[src/rtl/ids_pkg.sv]
// ---------------------------------------------------------------------------
// Intercom door unlock sequencer package
// Shared widths, codes and the event bundle passed from the step logic to
// the result serializer.
// ---------------------------------------------------------------------------
package ids_pkg;

   // Field widths
   localparam int LINE_W    = 10;
   localparam int CMD_W     = 3;
   localparam int TICKS_W   = 16;
   localparam int CODE_W    = 3;
   localparam int PHASE_W   = 7;
   localparam int REQ_DATA_W = 16;
   localparam int RSP_DATA_W = 8;
   localparam int CSR_IDX_W  = 2;
   localparam int CSR_DATA_W = 16;

   // Ring check runs once every RING_PERIOD ticks.
   localparam logic [PHASE_W-1:0] RING_PERIOD = PHASE_W'(100);

   // Most events one tick can raise: command, stage timer, ring check.
   localparam int MAX_EVENTS = 3;
   localparam int COUNT_W    = 2;

   // Reset values of the configuration registers
   localparam logic [LINE_W-1:0]  RING_THRESHOLD_RST = LINE_W'(512);
   localparam logic [TICKS_W-1:0] ANSWER_TICKS_RST   = TICKS_W'(1000);
   localparam logic [TICKS_W-1:0] HOLD_TICKS_RST     = TICKS_W'(2000);
   localparam logic [TICKS_W-1:0] AUTO_TICKS_RST     = TICKS_W'(3000);

   // Configuration register indexes
   typedef enum logic [CSR_IDX_W-1:0] {
      CSR_RING_THRESHOLD = 2'd0,
      CSR_ANSWER_TICKS   = 2'd1,
      CSR_HOLD_TICKS     = 2'd2,
      CSR_AUTO_TICKS     = 2'd3
   } csr_index_type;

   // Remote commands; codes above CMD_AUTO_OFF are ignored.
   typedef enum logic [CMD_W-1:0] {
      CMD_NONE     = 3'd0,
      CMD_UNLOCK   = 3'd1,
      CMD_HANGUP   = 3'd2,
      CMD_AUTO_ON  = 3'd3,
      CMD_AUTO_OFF = 3'd4
   } command_type;

   // Pending one-shot stage
   typedef enum logic [1:0] {
      ST_NONE   = 2'd0,
      ST_ANSWER = 2'd1,
      ST_UNLOCK = 2'd2,
      ST_HANGUP = 2'd3
   } stage_type;

   // Event codes reported on the result channel
   typedef enum logic [CODE_W-1:0] {
      EV_NONE       = 3'd0,
      EV_RING_START = 3'd1,
      EV_RING_END   = 3'd2,
      EV_UNLOCKED   = 3'd3,
      EV_AUTO_STATE = 3'd4
   } event_type;

   // All results of one tick
   typedef struct packed {
      logic [MAX_EVENTS-1:0][CODE_W-1:0] code;
      logic [MAX_EVENTS-1:0]             flag;
      logic [COUNT_W-1:0]                count;
      logic                              answer;
      logic                              unlock;
   } bundle_type;

endpackage

[src/rtl/ids_core.sv]
// ---------------------------------------------------------------------------
// Intercom sequencer step logic
// Holds the configuration and controller state and works out one tick
// combinationally: command, button edge, stage timer, then ring check.
// ---------------------------------------------------------------------------
module ids_core (
   input  logic                        clock,
   input  logic                        reset,
   // Configuration writes
   input  logic                        csr_we,
   input  logic [ids_pkg::CSR_IDX_W-1:0]  csr_index,
   input  logic [ids_pkg::CSR_DATA_W-1:0] csr_data,
   // Tick to process
   input  logic                        step,
   input  logic [ids_pkg::LINE_W-1:0]  line_level,
   input  logic                        button_level,
   input  logic [ids_pkg::CMD_W-1:0]   command,
   output ids_pkg::bundle_type         bundle
);

   logic [ids_pkg::LINE_W-1:0]  ring_threshold_ff;
   logic [ids_pkg::TICKS_W-1:0] answer_ticks_ff;
   logic [ids_pkg::TICKS_W-1:0] hold_ticks_ff;
   logic [ids_pkg::TICKS_W-1:0] auto_ticks_ff;

   logic ringing_ff, ringing_in;
   logic unlocking_ff, unlocking_in;
   logic auto_ff, auto_in;
   logic prev_button_ff, prev_button_in;
   ids_pkg::stage_type stage_ff, stage_in;
   logic [ids_pkg::TICKS_W-1:0] countdown_ff, countdown_in;
   logic [ids_pkg::PHASE_W-1:0] phase_ff, phase_in;
   logic answer_ff, answer_in;
   logic unlock_ff, unlock_in;

   logic                                         fresh;
   ids_pkg::stage_type                           fired;
   logic [ids_pkg::PHASE_W-1:0]                  phase_next;
   logic [ids_pkg::COUNT_W-1:0]                  n;
   logic [ids_pkg::MAX_EVENTS-1:0][ids_pkg::CODE_W-1:0] codes;
   logic [ids_pkg::MAX_EVENTS-1:0]               flags;

   // Configuration registers
   always_ff @(posedge clock) begin
      if (reset) begin
         ring_threshold_ff <= ids_pkg::RING_THRESHOLD_RST;
         answer_ticks_ff   <= ids_pkg::ANSWER_TICKS_RST;
         hold_ticks_ff     <= ids_pkg::HOLD_TICKS_RST;
         auto_ticks_ff     <= ids_pkg::AUTO_TICKS_RST;
      end else if (csr_we) begin
         unique case (ids_pkg::csr_index_type'(csr_index))
            ids_pkg::CSR_RING_THRESHOLD: ring_threshold_ff <= csr_data[ids_pkg::LINE_W-1:0];
            ids_pkg::CSR_ANSWER_TICKS:   answer_ticks_ff   <= csr_data;
            ids_pkg::CSR_HOLD_TICKS:     hold_ticks_ff     <= csr_data;
            ids_pkg::CSR_AUTO_TICKS:     auto_ticks_ff     <= csr_data;
            default: ;
         endcase
      end
   end

   // One tick of the controller
   always_comb begin
      ringing_in     = ringing_ff;
      unlocking_in   = unlocking_ff;
      auto_in        = auto_ff;
      prev_button_in = prev_button_ff;
      stage_in       = stage_ff;
      countdown_in   = countdown_ff;
      answer_in      = answer_ff;
      unlock_in      = unlock_ff;
      fresh          = 1'b0;
      fired          = ids_pkg::ST_NONE;
      n              = '0;
      codes          = '0;
      flags          = '0;

      // Remote command
      unique case (command)
         ids_pkg::CMD_UNLOCK: begin
            unlocking_in = 1'b1;
            answer_in    = 1'b1;
            stage_in     = ids_pkg::ST_UNLOCK;
            countdown_in = answer_ticks_ff;
            fresh        = 1'b1;
         end
         ids_pkg::CMD_HANGUP: begin
            unlocking_in = 1'b0;
            answer_in    = 1'b0;
            unlock_in    = 1'b0;
            codes[n]     = ids_pkg::EV_UNLOCKED;
            flags[n]     = auto_in;
            n            = n + 1'b1;
            auto_in      = 1'b0;
         end
         ids_pkg::CMD_AUTO_ON: begin
            auto_in  = 1'b1;
            codes[n] = ids_pkg::EV_AUTO_STATE;
            flags[n] = 1'b1;
            n        = n + 1'b1;
         end
         ids_pkg::CMD_AUTO_OFF: begin
            auto_in  = 1'b0;
            codes[n] = ids_pkg::EV_AUTO_STATE;
            flags[n] = 1'b0;
            n        = n + 1'b1;
         end
         default: ;
      endcase

      // A button press (level going low) answers at once and arms the unlock stage.
      if (button_level != prev_button_in) begin
         if (!button_level) begin
            unlocking_in = 1'b1;
            answer_in    = 1'b1;
            stage_in     = ids_pkg::ST_UNLOCK;
            countdown_in = answer_ticks_ff;
            fresh        = 1'b1;
         end
         prev_button_in = button_level;
      end

      // Stage timer; a count of zero fires like one.
      if (stage_in != ids_pkg::ST_NONE && !fresh) begin
         if (countdown_in <= ids_pkg::TICKS_W'(1)) begin
            fired        = stage_in;
            stage_in     = ids_pkg::ST_NONE;
            countdown_in = '0;
         end else begin
            countdown_in = countdown_in - 1'b1;
         end
      end

      unique case (fired)
         ids_pkg::ST_ANSWER: begin
            unlocking_in = 1'b1;
            answer_in    = 1'b1;
            stage_in     = ids_pkg::ST_UNLOCK;
            countdown_in = answer_ticks_ff;
         end
         ids_pkg::ST_UNLOCK: begin
            unlock_in    = 1'b1;
            stage_in     = ids_pkg::ST_HANGUP;
            countdown_in = hold_ticks_ff;
         end
         ids_pkg::ST_HANGUP: begin
            unlocking_in = 1'b0;
            answer_in    = 1'b0;
            unlock_in    = 1'b0;
            codes[n]     = ids_pkg::EV_UNLOCKED;
            flags[n]     = auto_in;
            n            = n + 1'b1;
            auto_in      = 1'b0;
         end
         default: ;
      endcase

      // Ring check once per period, skipped while an unlock runs.
      phase_next = phase_ff + 1'b1;
      phase_in   = phase_next;
      if (phase_next >= ids_pkg::RING_PERIOD) begin
         phase_in = '0;
         if (!unlocking_in) begin
            if (line_level > ring_threshold_ff) begin
               if (!ringing_in) begin
                  ringing_in = 1'b1;
                  codes[n]   = ids_pkg::EV_RING_START;
                  flags[n]   = 1'b0;
                  n          = n + 1'b1;
                  if (auto_in) begin
                     stage_in     = ids_pkg::ST_ANSWER;
                     countdown_in = auto_ticks_ff;
                  end
               end
            end else if (ringing_in) begin
               ringing_in = 1'b0;
               codes[n]   = ids_pkg::EV_RING_END;
               flags[n]   = 1'b0;
               n          = n + 1'b1;
            end
         end
      end

      // A quiet tick still gives one result with no event.
      if (n == '0) begin
         n = ids_pkg::COUNT_W'(1);
      end

      bundle.code   = codes;
      bundle.flag   = flags;
      bundle.count  = n;
      bundle.answer = answer_in;
      bundle.unlock = unlock_in;
   end

   // Controller state
   always_ff @(posedge clock) begin
      if (reset) begin
         ringing_ff     <= 1'b0;
         unlocking_ff   <= 1'b0;
         auto_ff        <= 1'b0;
         prev_button_ff <= 1'b1;
         stage_ff       <= ids_pkg::ST_NONE;
         countdown_ff   <= '0;
         phase_ff       <= '0;
         answer_ff      <= 1'b0;
         unlock_ff      <= 1'b0;
      end else if (step) begin
         ringing_ff     <= ringing_in;
         unlocking_ff   <= unlocking_in;
         auto_ff        <= auto_in;
         prev_button_ff <= prev_button_in;
         stage_ff       <= stage_in;
         countdown_ff   <= countdown_in;
         phase_ff       <= phase_in;
         answer_ff      <= answer_in;
         unlock_ff      <= unlock_in;
      end
   end

endmodule

[src/rtl/ids_emit.sv]
// ---------------------------------------------------------------------------
// Intercom sequencer result serializer
// Holds the results of one tick and sends them out one beat at a time.
// ---------------------------------------------------------------------------
module ids_emit (
   input  logic                            clock,
   input  logic                            reset,
   // Bundle from the step logic
   input  logic                            load_valid,
   output logic                            load_ready,
   input  ids_pkg::bundle_type             load_bundle,
   // Result channel
   output logic                            rsp_tvalid,
   input  logic                            rsp_tready,
   output logic [ids_pkg::RSP_DATA_W-1:0]  rsp_tdata,
   output logic                            rsp_tlast
);

   ids_pkg::bundle_type         bundle_ff;
   logic                        full_ff, full_in;
   logic [ids_pkg::COUNT_W-1:0] idx_ff, idx_in;
   logic                        pop;
   logic                        last;

   assign last       = (idx_ff == bundle_ff.count - 1'b1);
   assign pop        = full_ff && rsp_tready;
   assign load_ready = !full_ff || (pop && last);

   // Walk through the stored events; refill as the final one leaves.
   always_comb begin
      full_in = full_ff;
      idx_in  = idx_ff;
      if (pop) begin
         if (last) begin
            full_in = 1'b0;
            idx_in  = '0;
         end else begin
            idx_in = idx_ff + 1'b1;
         end
      end
      if (load_valid && load_ready) begin
         full_in = 1'b1;
         idx_in  = '0;
      end
   end

   always_ff @(posedge clock) begin
      if (reset) begin
         full_ff <= 1'b0;
         idx_ff  <= '0;
      end else begin
         full_ff <= full_in;
         idx_ff  <= idx_in;
      end
   end

   always_ff @(posedge clock) begin
      if (load_valid && load_ready) begin
         bundle_ff <= load_bundle;
      end
   end

   // Output beat
   assign rsp_tvalid = full_ff;
   assign rsp_tlast  = last;
   assign rsp_tdata  = {2'b00, bundle_ff.flag[idx_ff], bundle_ff.code[idx_ff],
                        bundle_ff.unlock, bundle_ff.answer};

endmodule

[src/rtl/intercom_door_unlock_sequencer.sv]
// ---------------------------------------------------------------------------
// Intercom door unlock sequencer
// Top level: input register, step logic and result serializer.
// ---------------------------------------------------------------------------
// One request beat is one 1 ms tick. A tick is registered, worked out
// combinationally by the step logic, and its results (one to three beats, the
// final one marked by rsp_tlast) are sent from the serializer one beat per
// cycle while rsp_tready is high. A new tick is taken only as the previous
// tick's final result leaves; the single result port sets that limit.
// Configuration writes are taken at any time and should be issued only while
// no tick is in flight.
module intercom_door_unlock_sequencer (
   input  logic                            clock,
   input  logic                            reset,
   // Request channel
   input  logic                            req_tvalid,
   output logic                            req_tready,
   // line_level [9:0], button_level [10], command [13:11], zero [15:14]
   input  logic [ids_pkg::REQ_DATA_W-1:0]  req_tdata,
   // Result channel
   output logic                            rsp_tvalid,
   input  logic                            rsp_tready,
   // answer_drive [0], unlock_drive [1], event_code [4:2], event_flag [5],
   // zero [7:6]
   output logic [ids_pkg::RSP_DATA_W-1:0]  rsp_tdata,
   output logic                            rsp_tlast,
   // Configuration write channel
   input  logic                            csr_valid,
   output logic                            csr_ready,
   input  logic [ids_pkg::CSR_IDX_W-1:0]   csr_index,
   input  logic [ids_pkg::CSR_DATA_W-1:0]  csr_data
);

   logic                           in_valid_ff;
   logic [ids_pkg::REQ_DATA_W-1:0] in_data_ff;
   logic                           load_ready;
   logic                           step;
   ids_pkg::bundle_type            bundle;

   assign csr_ready  = 1'b1;
   assign step       = in_valid_ff && load_ready;
   assign req_tready = !in_valid_ff || step;

   // Input register
   always_ff @(posedge clock) begin
      if (reset) begin
         in_valid_ff <= 1'b0;
      end else if (req_tready) begin
         in_valid_ff <= req_tvalid;
      end
   end

   always_ff @(posedge clock) begin
      if (req_tvalid && req_tready) begin
         in_data_ff <= req_tdata;
      end
   end

   ids_core u_core (
      .clock        (clock),
      .reset        (reset),
      .csr_we       (csr_valid && csr_ready),
      .csr_index    (csr_index),
      .csr_data     (csr_data),
      .step         (step),
      .line_level   (in_data_ff[9:0]),
      .button_level (in_data_ff[10]),
      .command      (in_data_ff[13:11]),
      .bundle       (bundle)
   );

   ids_emit u_emit (
      .clock       (clock),
      .reset       (reset),
      .load_valid  (in_valid_ff),
      .load_ready  (load_ready),
      .load_bundle (bundle),
      .rsp_tvalid  (rsp_tvalid),
      .rsp_tready  (rsp_tready),
      .rsp_tdata   (rsp_tdata),
      .rsp_tlast   (rsp_tlast)
   );

endmodule
[config.mk]
export PLATFORM = sky130hd
export DESIGN_NAME = intercom_door_unlock_sequencer
export DESIGN_NICKNAME = d
export VERILOG_FILES = /design/src/rtl/ids_pkg.sv /design/src/rtl/ids_core.sv /design/src/rtl/ids_emit.sv /design/src/rtl/intercom_door_unlock_sequencer.sv
export SDC_FILE = /design/constraint.sdc
export NUM_CORES = 1
export LEC_CHECK = 0
export BUFFER_PORTS_ARGS = -buffer_cell sky130_fd_sc_hd__buf_2
export CAP_MARGIN = 5
export CORE_MARGIN = 4
export CORE_UTILIZATION = 40
export DETAILED_ROUTE_END_ITERATION = 8
export GPL_TIMING_DRIVEN = 0
export HOLD_SLACK_MARGIN = 0.06
export SLEW_MARGIN = 20
export SYNTH_ARGS = -nofsm -noshare
export SYNTH_HDL_FRONTEND = slang
export SYNTH_SLANG_ARGS = --single-unit
export TNS_END_PERCENT = 20
[constraint.sdc]
create_clock -name clock -period 9.6 [get_ports clock]
set_input_delay 0.96 -clock clock [delete_from_list [all_inputs] [get_ports clock]]
set_output_delay 0.96 -clock clock [all_outputs]
set_load 0.1 [all_outputs]
=== After elaboration in Yosys (flattened, before gate mapping) ===
Index checks and enable logic that the tools add are counted.

* Flip-flop bits (word level): 123
* Input bits: 39
* Output and inout bits: 12
* Logic and storage cells: 169

* Add/sub/neg operators: 6
* Magnitude comparators: 8
* Equal/unequal tests: 12
* Multiplexer cells: 79
* Bitwise operators: 12
* Reduce and logical (&&, ||, !) cells: 28

{| class="wikitable"
|+ Operator list
! cell !! number
|-
| $mux W16 || 10
|-
| $mux W9 || 6
|-
| $mux W2 || 19
|-
| $pmux W16 S2 || 1
|-
| $mux W3 || 9
|-
| $mux W1 || 17
|-
| $le A16 B1 Y1 const B || 1
|-
| $sub A16 B1 Y16 const B || 1
|-
| $pmux W1 S2 || 7
|-
| $and A6 B6 Y6 || 2
|-
| $demux W3 S2 || 2
|-
| $not A6 Y6 || 2
|-
| $reduce_and A2 Y1 || 6
|-
| $gt A10 B10 Y1 || 1
|-
| $eq A2 B2 Y1 const B || 4
|-
| $add A7 B1 Y7 const B || 1
|-
| $ge A7 B7 Y1 const B || 1
|-
| $logic_and A1 B1 Y1 || 7
|-
| $mux W7 || 1
|-
| $bmux W3 S2 || 1
|-
| $eq A3 B2 Y1 const B || 2
|-
| $lt A2 B3 Y1 const B || 2
|-
| $not A3 Y3 || 2
|-
| $or A2 B6 Y6 || 1
|-
| other kinds (27) || 39
|}

=== Depth between registers and ports, before layout ===
Gate-level depths: netlist of the first run.

* Depth after elaboration: 19
* Gate-level depth with buffers: 20
* Gate-level depth less buffers: 17

=== Modules after synthesis ===
A second synthesis of the first run with hierarchy kept.

* Cell total of the unflattened synthesis: 742
* Area total of the unflattened synthesis: 6394.9 µm²

{| class="wikitable"
|+ By module, submodules not included
! module !! instances !! cells each !! area an instance (µm²) !! sequential area each (µm²)
|-
| ids_core || 1 || 663 || 5091.1 || 1781.7
|-
| ids_emit || 1 || 57 || 809.5 || 540.5
|-
| intercom_door_unlock_sequencer || 1 || 22 || 494.2 || 440.4
|}

=== Worst setup path after synthesis of the first run ===
No wires, ideal clock.

* Kind: flip-flop to output port
* From: register u_emit.idx_ff[0] (netlist bit)
* To: output req_tready
* Arrival: 3.431 ns
* Required time: 8.640 ns
* Setup slack: 5.209 ns
* Stages on the path, launching flop included: 6
* Path buffers: 1
* Cell sequence: dfxtp_1 > clkbuf_1 > nand2b_1 > mux2i_1 > a21boi_1 > nand2_1

* Longest elaborated chain between the ends: 5

{| class="wikitable"
|+ RTL lines
! element !! line !! RTL
|-
| start, declared || ids_emit.sv:21 || <nowiki>logic [ids_pkg::COUNT_W-1:0] idx_ff, idx_in;</nowiki>
|-
| start signal, assigned || ids_emit.sv:53 || <nowiki>idx_ff <= idx_in;</nowiki>
|-
| $eq A2 B2 Y1 || ids_emit.sv:25 || <nowiki>assign last = (idx_ff == bundle_ff.count - 1'b1);</nowiki>
|-
| via rsp_tlast || intercom_door_unlock_sequencer.sv:26 || <nowiki>output logic rsp_tlast,</nowiki>
|-
| $logic_and A1 B1 Y1 || ids_emit.sv:27 || <nowiki>assign load_ready = !full_ff || (pop && last);</nowiki>
|-
| $logic_or A1 B1 Y1 || ids_emit.sv:27 ||
|-
| $logic_and A1 B1 Y1 || intercom_door_unlock_sequencer.sv:41 || <nowiki>assign step = in_valid_ff && load_ready;</nowiki>
|-
| $logic_or A1 B1 Y1 || intercom_door_unlock_sequencer.sv:42 || <nowiki>assign req_tready = !in_valid_ff || step;</nowiki>
|-
| end, declared || intercom_door_unlock_sequencer.sv:17 || <nowiki>output logic req_tready,</nowiki>
|}

The timed path passes the listed nets, and every way through them passes these cells.

=== Worst setup path in the final report of the first run ===
* From: register in_data_ff[11] (netlist bit)
* To: register u_core.countdown_ff[9] (netlist bit)

* Longest elaborated chain between the ends: 14
* Elaborated cells between the ends (all ways): 38
* Classes of those cells: 1 x add/sub; 1 x order compare; 7 x eq/ne; 25 x mux; 4 x reduce/logical

{| class="wikitable"
|+ RTL lines
! element !! line !! RTL
|-
| start, declared || intercom_door_unlock_sequencer.sv:35 || <nowiki>logic [ids_pkg::REQ_DATA_W-1:0] in_data_ff;</nowiki>
|-
| start signal, assigned || intercom_door_unlock_sequencer.sv:55 || <nowiki>in_data_ff <= req_tdata;</nowiki>
|-
| $eq A3 B1 Y1 || ids_core.sv:78 || <nowiki>unique case (command)</nowiki>
|-
| $mux W16 (tied with other cells) || ids_core.sv:78 ||
|-
| $mux W16 (tied with other cells) || ids_core.sv:112 || <nowiki>if (!button_level) begin</nowiki>
|-
| $mux W16 (tied with other cells) || ids_core.sv:111 || <nowiki>if (button_level != prev_button_in) begin</nowiki>
|-
| $le A16 B1 Y1 (tied with other cells) || ids_core.sv:124 || <nowiki>if (countdown_in <= ids_pkg::TICKS_W'(1)) begin</nowiki>
|-
| $mux W2 / $logic_and A1 B1 Y1 (equally long branches) || ids_core.sv:124, ids_core.sv:123 ||
|-
| $mux W2 || ids_core.sv:123 || <nowiki>if (stage_in != ids_pkg::ST_NONE && !fresh) begin</nowiki>
|-
| $eq A2 B2 Y1 / $eq A2 B1 Y1 (equally long branches) || ids_core.sv:133 || <nowiki>unique case (fired)</nowiki>
|-
| $pmux W16 S2 / $mux W1 (equally long branches) || ids_core.sv:133 ||
|-
| $mux W16 || ids_core.sv:169 || <nowiki>if (auto_in) begin</nowiki>
|-
| $mux W16 || ids_core.sv:164 || <nowiki>if (!ringing_in) begin</nowiki>
|-
| $mux W16 || ids_core.sv:163 || <nowiki>if (line_level > ring_threshold_ff) begin</nowiki>
|-
| $mux W16 || ids_core.sv:162 || <nowiki>if (!unlocking_in) begin</nowiki>
|-
| $mux W16 (*) || ids_core.sv:160 || <nowiki>if (phase_next >= ids_pkg::RING_PERIOD) begin</nowiki>
|-
| end signal, assigned || ids_core.sv:213 || <nowiki>countdown_ff <= countdown_in;</nowiki>
|-
| end, declared || ids_core.sv:31 || <nowiki>logic [ids_pkg::TICKS_W-1:0] countdown_ff, countdown_in;</nowiki>
|}

Mark *: on every way between the ends. The rest lies on a longest branch, timed or not.
A chain may end at the register's enable or synchronous reset.

==> flow_summary.ini, run 1 <==
[die]
boundaryPins = 51
die_w_um = 131
fp.dieArea_um2 = 17100
core_region_area_um2 = 14600
start_util_pct = 41.2
die_h_um = 131
core.rowCount = 44

[yosys]
synth_simple_gate_area_share_pct = 25.4
async_flop_share_pct = 0
synth.avg_cell_area_um2 = 8.37
synth_xor_area_share_pct = 2.32
synth_top_family_by_area = simple AND/OR/NAND/NOR gates
synthFlopType = dfxtp_1
synth_fa_ha_area_share_pct = 3.94
yosys_warnings = 0
synth_compound_area_share_pct = 16.8
synth_cell_types = 65
syn_inst = 720
synthMuxAreaShare_pct = 1.85
synth_top_area_share_pct = 30.9
ys_seq_area_share_pct = 44.3
synth-edff-count = 27
syn-cell-area_um2 = 6030
ys_ff_latch = 120
yosys-top-cells-area = dfxtp_1 (31%), edfxtp_1 (13%), nand2_1 (8.7%), a21oi_1 (5.5%), ha_1 (3.9%)
yosysTopAreaCell = dfxtp_1

[timing]
worstMarginPinSlew_ns = 0.738
finalHoldViolCount = 0
skew_ns = 0.00879
drv_slew = 0
max_freq_ghz = 0.192
finalCriticalPeriod_ns = 5.20
setup_viol = 0
rsz0062_at_grt = no
slew-limit-headroom_pct = 50.6
whs_ns = 0.463
fin_crit_sh_pct = 54.2
final.setup.tns_ns = 0

[pwr]
power_density_nw_per_um2 = 203
vdd_drop_max_uv = 134
leakage_nw = 2.76

[route]
viasPerCell = 5.65
top_layer = met4
met2WireLength_um = 8260
vias = 5550
wl_per_cell_um = 17.8
wl_met1_um = 7770
ant_nets = 0
drcViolationCount = 0
wirelength_um = 17500
dr_wl_met3_um = 951
firstDrtPassIters = 8
drt-initial-drc-count = 420

[clock_tree]
cts_tree = built
insertion_delay_ns = 0.42
cts.clk_slew.worst_paths_ns = 0.06
cts_htree_levels = 4
ctsHoldBuffers = 0
root_buffer = clkbuf_16
clock_path_buffers = 2
ctsResizeCount = 0
clock_sinks = 120
cts_setup_buffers = 0
cts_buffers = 17

[setup_path]
worst-path-buf-inv = 3
path_depth = 14
cp_slowest_stage_delay_ns = 0.49
rr_worst_depth = 14
path_max_fanout = 10
critPathTopFamily = simple AND/OR/NAND/NOR gates
critical_path_arrival_ns = 5.52
slowest_stage = clkbuf_1
worst_setup_path_start_kind = register
required_ns = 9.92
crit_type = register to register
critPathCaptureType = register
path_common_cell = clkbuf_1
crit_chain = or3b_1 > nand2_1 > clkbuf_1 > mux2i_1 > ha_1 > nor2_1 > or4_1 > nor4_1 > ha_1 > nor2b_1 > clkbuf_1 > clkbuf_1 > a222oi_1 > o311ai_1

[global_routing]
grt_pass1_vias = 5424
antenna_found_initial = 0
gr-usage-all-layers_pct = 21.5
grt_max_degree = 23
grt_pass1_wl_um = 28100
grt_overflow = 0

[place]
gp_congestion = 0.918
place_hpwl_um = 13100
port_buffers = 45

[run]
drv_cap = 0

[finish]
fill_cells = 1416
final_nets = 844
drive_gt1_share_pct = 12.6
n_antenna_cell = 0
syn2layout_area_growth_pct = 18.1
multi_input_area_um2 = 3050
ff_latch_area_um2 = 2670

[run_status]
run_status = completed

[worst_hold_path]
worstHoldPathType = register to register
worstHoldPathCells = 2
worst register-to-register path, cell delays in order (launching register included):
cell and delay [ns]:
edfxtp_1 0.45, or3b_1 0.39, nand2_1 0.27, clkbuf_1 0.43
mux2i_1 0.40, ha_1 0.26, nor2_1 0.12, or4_1 0.46
nor4_1 0.48, ha_1 0.43, nor2b_1 0.15, clkbuf_1 0.28
clkbuf_1 0.49, a222oi_1 0.24, o311ai_1 0.27
cells in the mapped netlist, drive strengths merged, types with 5 or more instances:
cell,number
a211oi,5
a21oi,66
a222oi,12
a31oi,5
and2,6
and3,5
buf,12
clkbuf,39
dfxtp,93
edfxtp,27
ha,19
inv,22
mux2i,10
nand2,140
nand2b,7
nand3,41
nand4,18
nor2,56
nor2b,5
nor3,12
nor4,11
o21ai,22
o311ai,12
or3,6
or4,5
xnor2,12
sequential cells by signal (all words and copies together) (netlist names):
signal                    flops
u_core.unlock_ff              1
u_core.answer_ff              1
in_data_ff                   14
u_core.unlocking_ff           1
u_core.ringing_ff             1
u_core.prev_button_ff         1
in_valid_ff                   1
u_core.ring_threshold_ff     10
u_emit.bundle_ff             11
u_core.answer_ticks_ff       16
u_emit.rsp_tvalid             1
u_core.countdown_ff          16
u_emit.rsp_tdata              2
u_emit.idx_ff                 2
u_core.auto_ticks_ff         16
u_core.stage_ff               2
u_core.phase_ff               7
u_core.auto_ff                1
u_core.hold_ticks_ff         16
final timing paths:
check	from	end	slack (ns)
max	in_data_ff[11]	u_core.countdown_ff[9]	4.40
min	u_core.hold_ticks_ff[13]	u_core.hold_ticks_ff[13]	0.46
max reg2reg	in_data_ff[11]	u_core.countdown_ff[9]	4.40
min reg2reg	u_core.hold_ticks_ff[13]	u_core.hold_ticks_ff[13]	0.46
final cells by class:
type                            count  share of cell area (%)
Clock buffer                       19                    6.08
Tap cell                          184                    3.23
Buffer                             51                    3.23
Timing Repair Buffer               46                    3.32
Sequential cell                   120                    37.5
Inverter                           23                    1.21
Multi-Input combinational cell    527                    42.9
Clock inverter                     13                    2.50
routing by layer:
layer | vias up | track usage, %
met3 | 33 | 4.43
met2 | 167 | 35.6
met1 | 2639 | 27.5
met4 | 0 | 8.59
li1 | 2711 | -
met5 | - | 0
power by group:
part / internal [W] / switching, W
sequential: 0.000541 / 0.0000215
combinational: 0.0000732 / 0.000146
clock: 0.000432 / 0.000231
layout by cell type, fill, tap and decap left out, types with 12 or more instances in the layout:
cell         n
clkbuf_16   17
nand4_1     17
nor2_1      56
o21ai_0     21
clkbuf_1    40
edfxtp_1    27
nand3_1     41
a21oi_1     65
inv_1       21
a222oi_1    12
nand2_1    140
ha_1        19
dfxtp_1     93
buf_2       48
xnor2_1     12
metrics by stage:
step / total power [W] / std cells / cell area [µm²] / utilization (%) / setup slack, ns
4_1_cts: 0.00145 / 983 / 7120 / 48.6 / 4.46
3_5_place_dp: 0.000788 / 951 / 6510 / 44.4 / 4.53
6_report: 0.00145 / 983 / 7120 / 48.6 / 4.40
3_3_place_gp: 0.000785 / 950 / 6490 / 44.3 / 4.52
2_1_floorplan: 0.000721 / 721 / 6030 / - / 5.21
5_1_grt: 0.00150 / 983 / 7120 / 48.6 / 3.92
cell families (layout without fill, tap and decap cells):
group	Yosys count	after routing
DFF	120	120
xor gates and xnor gates	16	16
buffers and inverters	74	152
other	2	3
AOI/OAI and AO/OA	154	154
adders and majority gates	19	19
muxes	11	11
and+or+nand+nor	324	324
(Power assumes the default switching activity.)
==> run 2, diff against run 1 <==
clock period = 5 ns   (was 9.6 ns; I/O delays follow)
==> flow_summary.ini, run 2 (synthesis gave the netlist of run 1 again) <==
[setup_path]
critPathCaptureType = register
r2r_start = in_data_ff[11]
path_max_fanout = 10
crit_type = register to register
required_ns = 5.32
ff2ff_setup_slack_ns = 0.41
rr_worst_depth = 14
timing.rr.end = u_core.countdown_ff[9]
worst_setup_path_start_kind = register
critical_path_arrival_ns = 4.91

[die]
core.rowCount = 44
start_util_pct = 41.2
die_h_um = 131
boundaryPins = 51
fp.dieArea_um2 = 17100
die_w_um = 131
core_region_area_um2 = 14600

[run_status]
run_status = completed

[global_routing]
grt_pass1_wl_um = 28100
grt_pass1_vias = 5424
grt_max_degree = 23
antenna_found_initial = 0
grt_overflow = 0
gr-usage-all-layers_pct = 21.5

[finish]
syn2layout_area_growth_pct = 18.4
final_nets = 844
drive_gt1_share_pct = 13.4
layout_common_cells = nand2_1 (139), dfxtp_1 (93), a21oi_1 (65), nor2_1 (56), buf_2 (48)
final_common_cell = nand2_1
n_antenna_cell = 0
fill_cells = 1415

[timing]
setup_viol = 0
finalHoldViolCount = 0
finalCriticalPeriod_ns = 4.59
worstMarginPinSlew_ns = 0.738
skew_ns = 0.0135
final.setup.tns_ns = 0
drv_slew = 0
fin_crit_sh_pct = 91.8
slew-limit-headroom_pct = 50.6
max_freq_ghz = 0.218
rsz0062_at_grt = no

[route]
dr_wl_met3_um = 897
drt-initial-drc-count = 445
ant_nets = 0
top_layer = met4
wirelength_um = 17400
met2WireLength_um = 8280
wl_met1_um = 7820
firstDrtPassIters = 6
drcViolationCount = 0
wl_per_cell_um = 17.7
vias = 5541
viasPerCell = 5.64

[clock_tree]
clock_path_buffers = 2
insertion_delay_ns = 0.43
cts.clk_slew.worst_paths_ns = 0.06
cts_htree_levels = 4
root_buffer = clkbuf_16
cts_setup_buffers = 0
cts_buffers = 17
cts_tree = built
clock_sinks = 120

[worst_hold_path]
worstHoldPathType = input pin to register
hold_start = req_tdata[7]
worstHoldEndpoint = in_data_ff[7]
worstHoldPathCells = 1

[place]
gp_congestion = 0.918
port_buffers = 45
place_hpwl_um = 13100

[run]
drv_cap = 0

[pwr]
power_w = 0.00278
power_density_nw_per_um2 = 389
leakage_nw = 2.77
vdd_drop_max_uv = 259
-- run 2: worst max-delay path by stage --
stage / start / end / slack (ns) / cells after the start
after global placement: in_data_ff[11] / u_core.countdown_ff[10] / -0.08 / 14
after global routing: in_data_ff[11] / u_core.countdown_ff[9] / 0.02 / 14
after CTS: in_data_ff[11] / u_core.countdown_ff[10] / 0.07 / 14
final: in_data_ff[11] / u_core.countdown_ff[9] / 0.41 / 14
after detailed placement: in_data_ff[11] / u_core.countdown_ff[10] / -0.07 / 14
after floorplan: in_data_ff[12] / u_core.countdown_ff[10] / 0.88 / 14
-- run 2: final cells by class --
| cell class | count | area, µm² | area share (%) |
|---|---|---|---|
| Multi-Input combinational cell | 527 | 3070 | 43.0 |
| Sequential cell | 120 | 2670 | 37.4 |
| Clock buffer | 19 | 433 | 6.07 |
| Timing Repair Buffer | 46 | 236 | 3.31 |
| Buffer | 51 | 234 | 3.28 |
| Tap cell | 184 | 230 | 3.23 |
| Clock inverter | 13 | 178 | 2.49 |
| Inverter | 23 | 86.3 | 1.21 |
-- run 2: worst max-delay path, cell delays in order (launching register included) --
cell      delay [ns]
edfxtp_1        0.45
or3b_1          0.42
nand2_2         0.19
clkbuf_2        0.28
mux2i_1         0.36
ha_1            0.25
nor2_1          0.12
or4_1           0.48
nor4_2          0.37
ha_1            0.40
nor2b_1         0.14
clkbuf_1        0.28
clkbuf_2        0.32
a222oi_1        0.17
o311ai_1        0.26
-- run 2: layer usage --
layer / vias up / track usage, %
met1: 2628 / 27.5
li1: 2712 / -
met4: 0 / 8.59
met2: 170 / 35.6
met3: 31 / 4.43
met5: - / 0
-- run 2: metrics by stage --
stage	hold slack, ns	cells	util [%]	instance area (µm²)	setup WS [ns]
floorplan	0.436	721	-	6030	0.880
global placement	0.442	950	44.3	6490	-0.0767
detailed placement	0.455	951	44.4	6510	-0.0676
CTS	0.236	983	48.6	7120	0.0747
global route	0.241	983	48.7	7140	0.0168
finish	0.254	983	48.7	7140	0.412
-- run 2: where the power goes --
group | internal [W] | total [W] | switching, W
Combinational | 0.000142 | 0.000424 | 0.000283
Clock | 0.000830 | 0.00127 | 0.000443
Sequential | 0.00104 | 0.00108 | 0.0000413
Total | 0.00201 | 0.00278 | 0.000768
-- run 2: timing repair --
action                                  CTS  global route
pin swaps                                 0             0
gates resized for setup                   2             5
hold buffers                              0             0
endpoints found under the setup margin   11            18
==> run 3, diff against run 2 <==
PLACE_DENSITY_LB_ADDON = 0.05   (was default)
REMOVE_ABC_BUFFERS = 1   (was default)
==> flow_summary.ini, run 3 (synthesis gave the netlist of run 1 again) <==
[global_routing]
gr-usage-all-layers_pct = 19.3
grt_max_degree = 58
antenna_found_initial = 0
grt_overflow = 0
grt_pass1_vias = 4977
grt_pass1_wl_um = 25500

[setup_path]
path_max_fanout = 17
rr_worst_depth = 13
crit_type = register to register
critPathCaptureType = register
worst_setup_path_start_kind = register
required_ns = 5.30
critical_path_arrival_ns = 4.94

[clock_tree]
cts.clk_slew.worst_paths_ns = 0.06
root_buffer = clkbuf_16
cts_tree = built
cts_htree_levels = 4
cts_setup_buffers = 0
clock_path_buffers = 2
cts_buffers = 17
clock_sinks = 120
insertion_delay_ns = 0.42

[worst_hold_path]
worstHoldPathCells = 1
worstHoldPathType = input pin to register

[place]
gp_congestion = 0.836
port_buffers = 45
pre_cts_slack_ns = -0.0674
place_area_um2 = 6320
place_hpwl_um = 10300

[die]
core.rowCount = 44
die_w_um = 131
fp.dieArea_um2 = 17100
die_h_um = 131
core_region_area_um2 = 14600
start_util_pct = 41.2
boundaryPins = 51

[finish]
n_antenna_cell = 0
final_util_pct = 47.5
drive_gt1_share_pct = 13.2
final_nets = 795
syn2layout_area_growth_pct = 15.4
layout_common_cells = nand2_1 (139), dfxtp_1 (93), a21oi_1 (65), nor2_1 (54), buf_2 (44)
final_common_cell = nand2_1
stdcell_area_um2 = 6960

[route]
wirelength_um = 15700
firstDrtPassIters = 8
drcViolationCount = 0
vias = 5216
ant_nets = 0
drt-initial-drc-count = 406
wl_per_cell_um = 16.8
viasPerCell = 5.58

[timing]
finalHoldViolCount = 0
fin_crit_sh_pct = 92.7
finalCriticalPeriod_ns = 4.63
worstMarginPinSlew_ns = 1.05
worst_slack_ns = 0.366
drv_slew = 0
max_freq_ghz = 0.216
slew-limit-headroom_pct = 30.0
skew_ns = 0.00601
setup_viol = 0

[pwr]
vdd_drop_max_uv = 229
leakage_nw = 2.67
power_density_nw_per_um2 = 393

[run]
drv_cap = 0

[run_status]
run_status = completed
## run 3: cell count changes in the layout (fill, tap and decap cells not counted), sizes merged
cell / previous run / this run
inv: 23 / 22
clkinvlp: 1 / 3
bufinv: 4 / 3
clkbuf: 58 / 20
clkinv: 8 / 7
buf: 58 / 48
## run 3: cell type report
cell class | count | area, µm²
Clock buffer | 20 | 468
Clock inverter | 12 | 148
Fill cell | 1410 | 7690
Inverter | 23 | 87.6
Multi-Input combinational cell | 527 | 3080
Sequential cell | 120 | 2670
Tap cell | 184 | 230
Timing Repair Buffer | 48 | 267
## run 3: layer usage
layer	share of wire (%)	vias to the layer above	global-route usage [%]	wire [µm]
li1	-	2609	-	-
met1	46	2463	24.7	7210
met2	48	129	31.6	7560
met3	4.9	15	5.24	766
met4	1.3	0	6.90	204
met5	0	-	0	0
## run 3: final timing paths
path	slack, ns	endpoint	start
max reg2reg	0.37	u_core.countdown_ff[5]	in_data_ff[11]
min	0.25	in_data_ff[1]	req_tdata[1]
min reg2reg	0.45	u_core.hold_ticks_ff[15]	u_core.hold_ticks_ff[15]
max	0.37	u_core.countdown_ff[5]	in_data_ff[11]
## run 3: worst max-delay path: stages (launching register included)
cell,delay (ns)
edfxtp_1,0.46
or3b_1,0.43
nand2_2,0.31
mux2i_1,0.38
ha_1,0.25
nor2_1,0.11
or4_1,0.49
nor2_1,0.12
nand4_1,0.18
ha_1,0.56
o41a_1,0.65
a222oi_1,0.13
or3_1,0.34
o311ai_0,0.10
## run 3: metrics by stage
step / cells / hold WS (ns) / TNS [ns] / total power, W
2_1_floorplan: 670 / 0.430 / 0 / 0.00137
3_3_place_gp: 899 / 0.443 / -4.50 / 0.00147
3_5_place_dp: 902 / 0.449 / -0.127 / 0.00149
4_1_cts: 934 / 0.228 / 0 / 0.00276
5_1_grt: 934 / 0.229 / -0.0294 / 0.00286
6_report: 934 / 0.252 / 0 / 0.00274
## run 3: power by group
group,switching (W),internal (W),total [W]
registers,0.0000374,0.00104,0.00108
logic,0.000261,0.000134,0.000395
clock network,0.000444,0.000822,0.00127
total,0.000742,0.00199,0.00274
## run 3: repair_timing
action                                  in CTS  in global routing
endpoints found under the setup margin       2                 18
hold buffers                                 0                  0
resized for setup                            1                  3
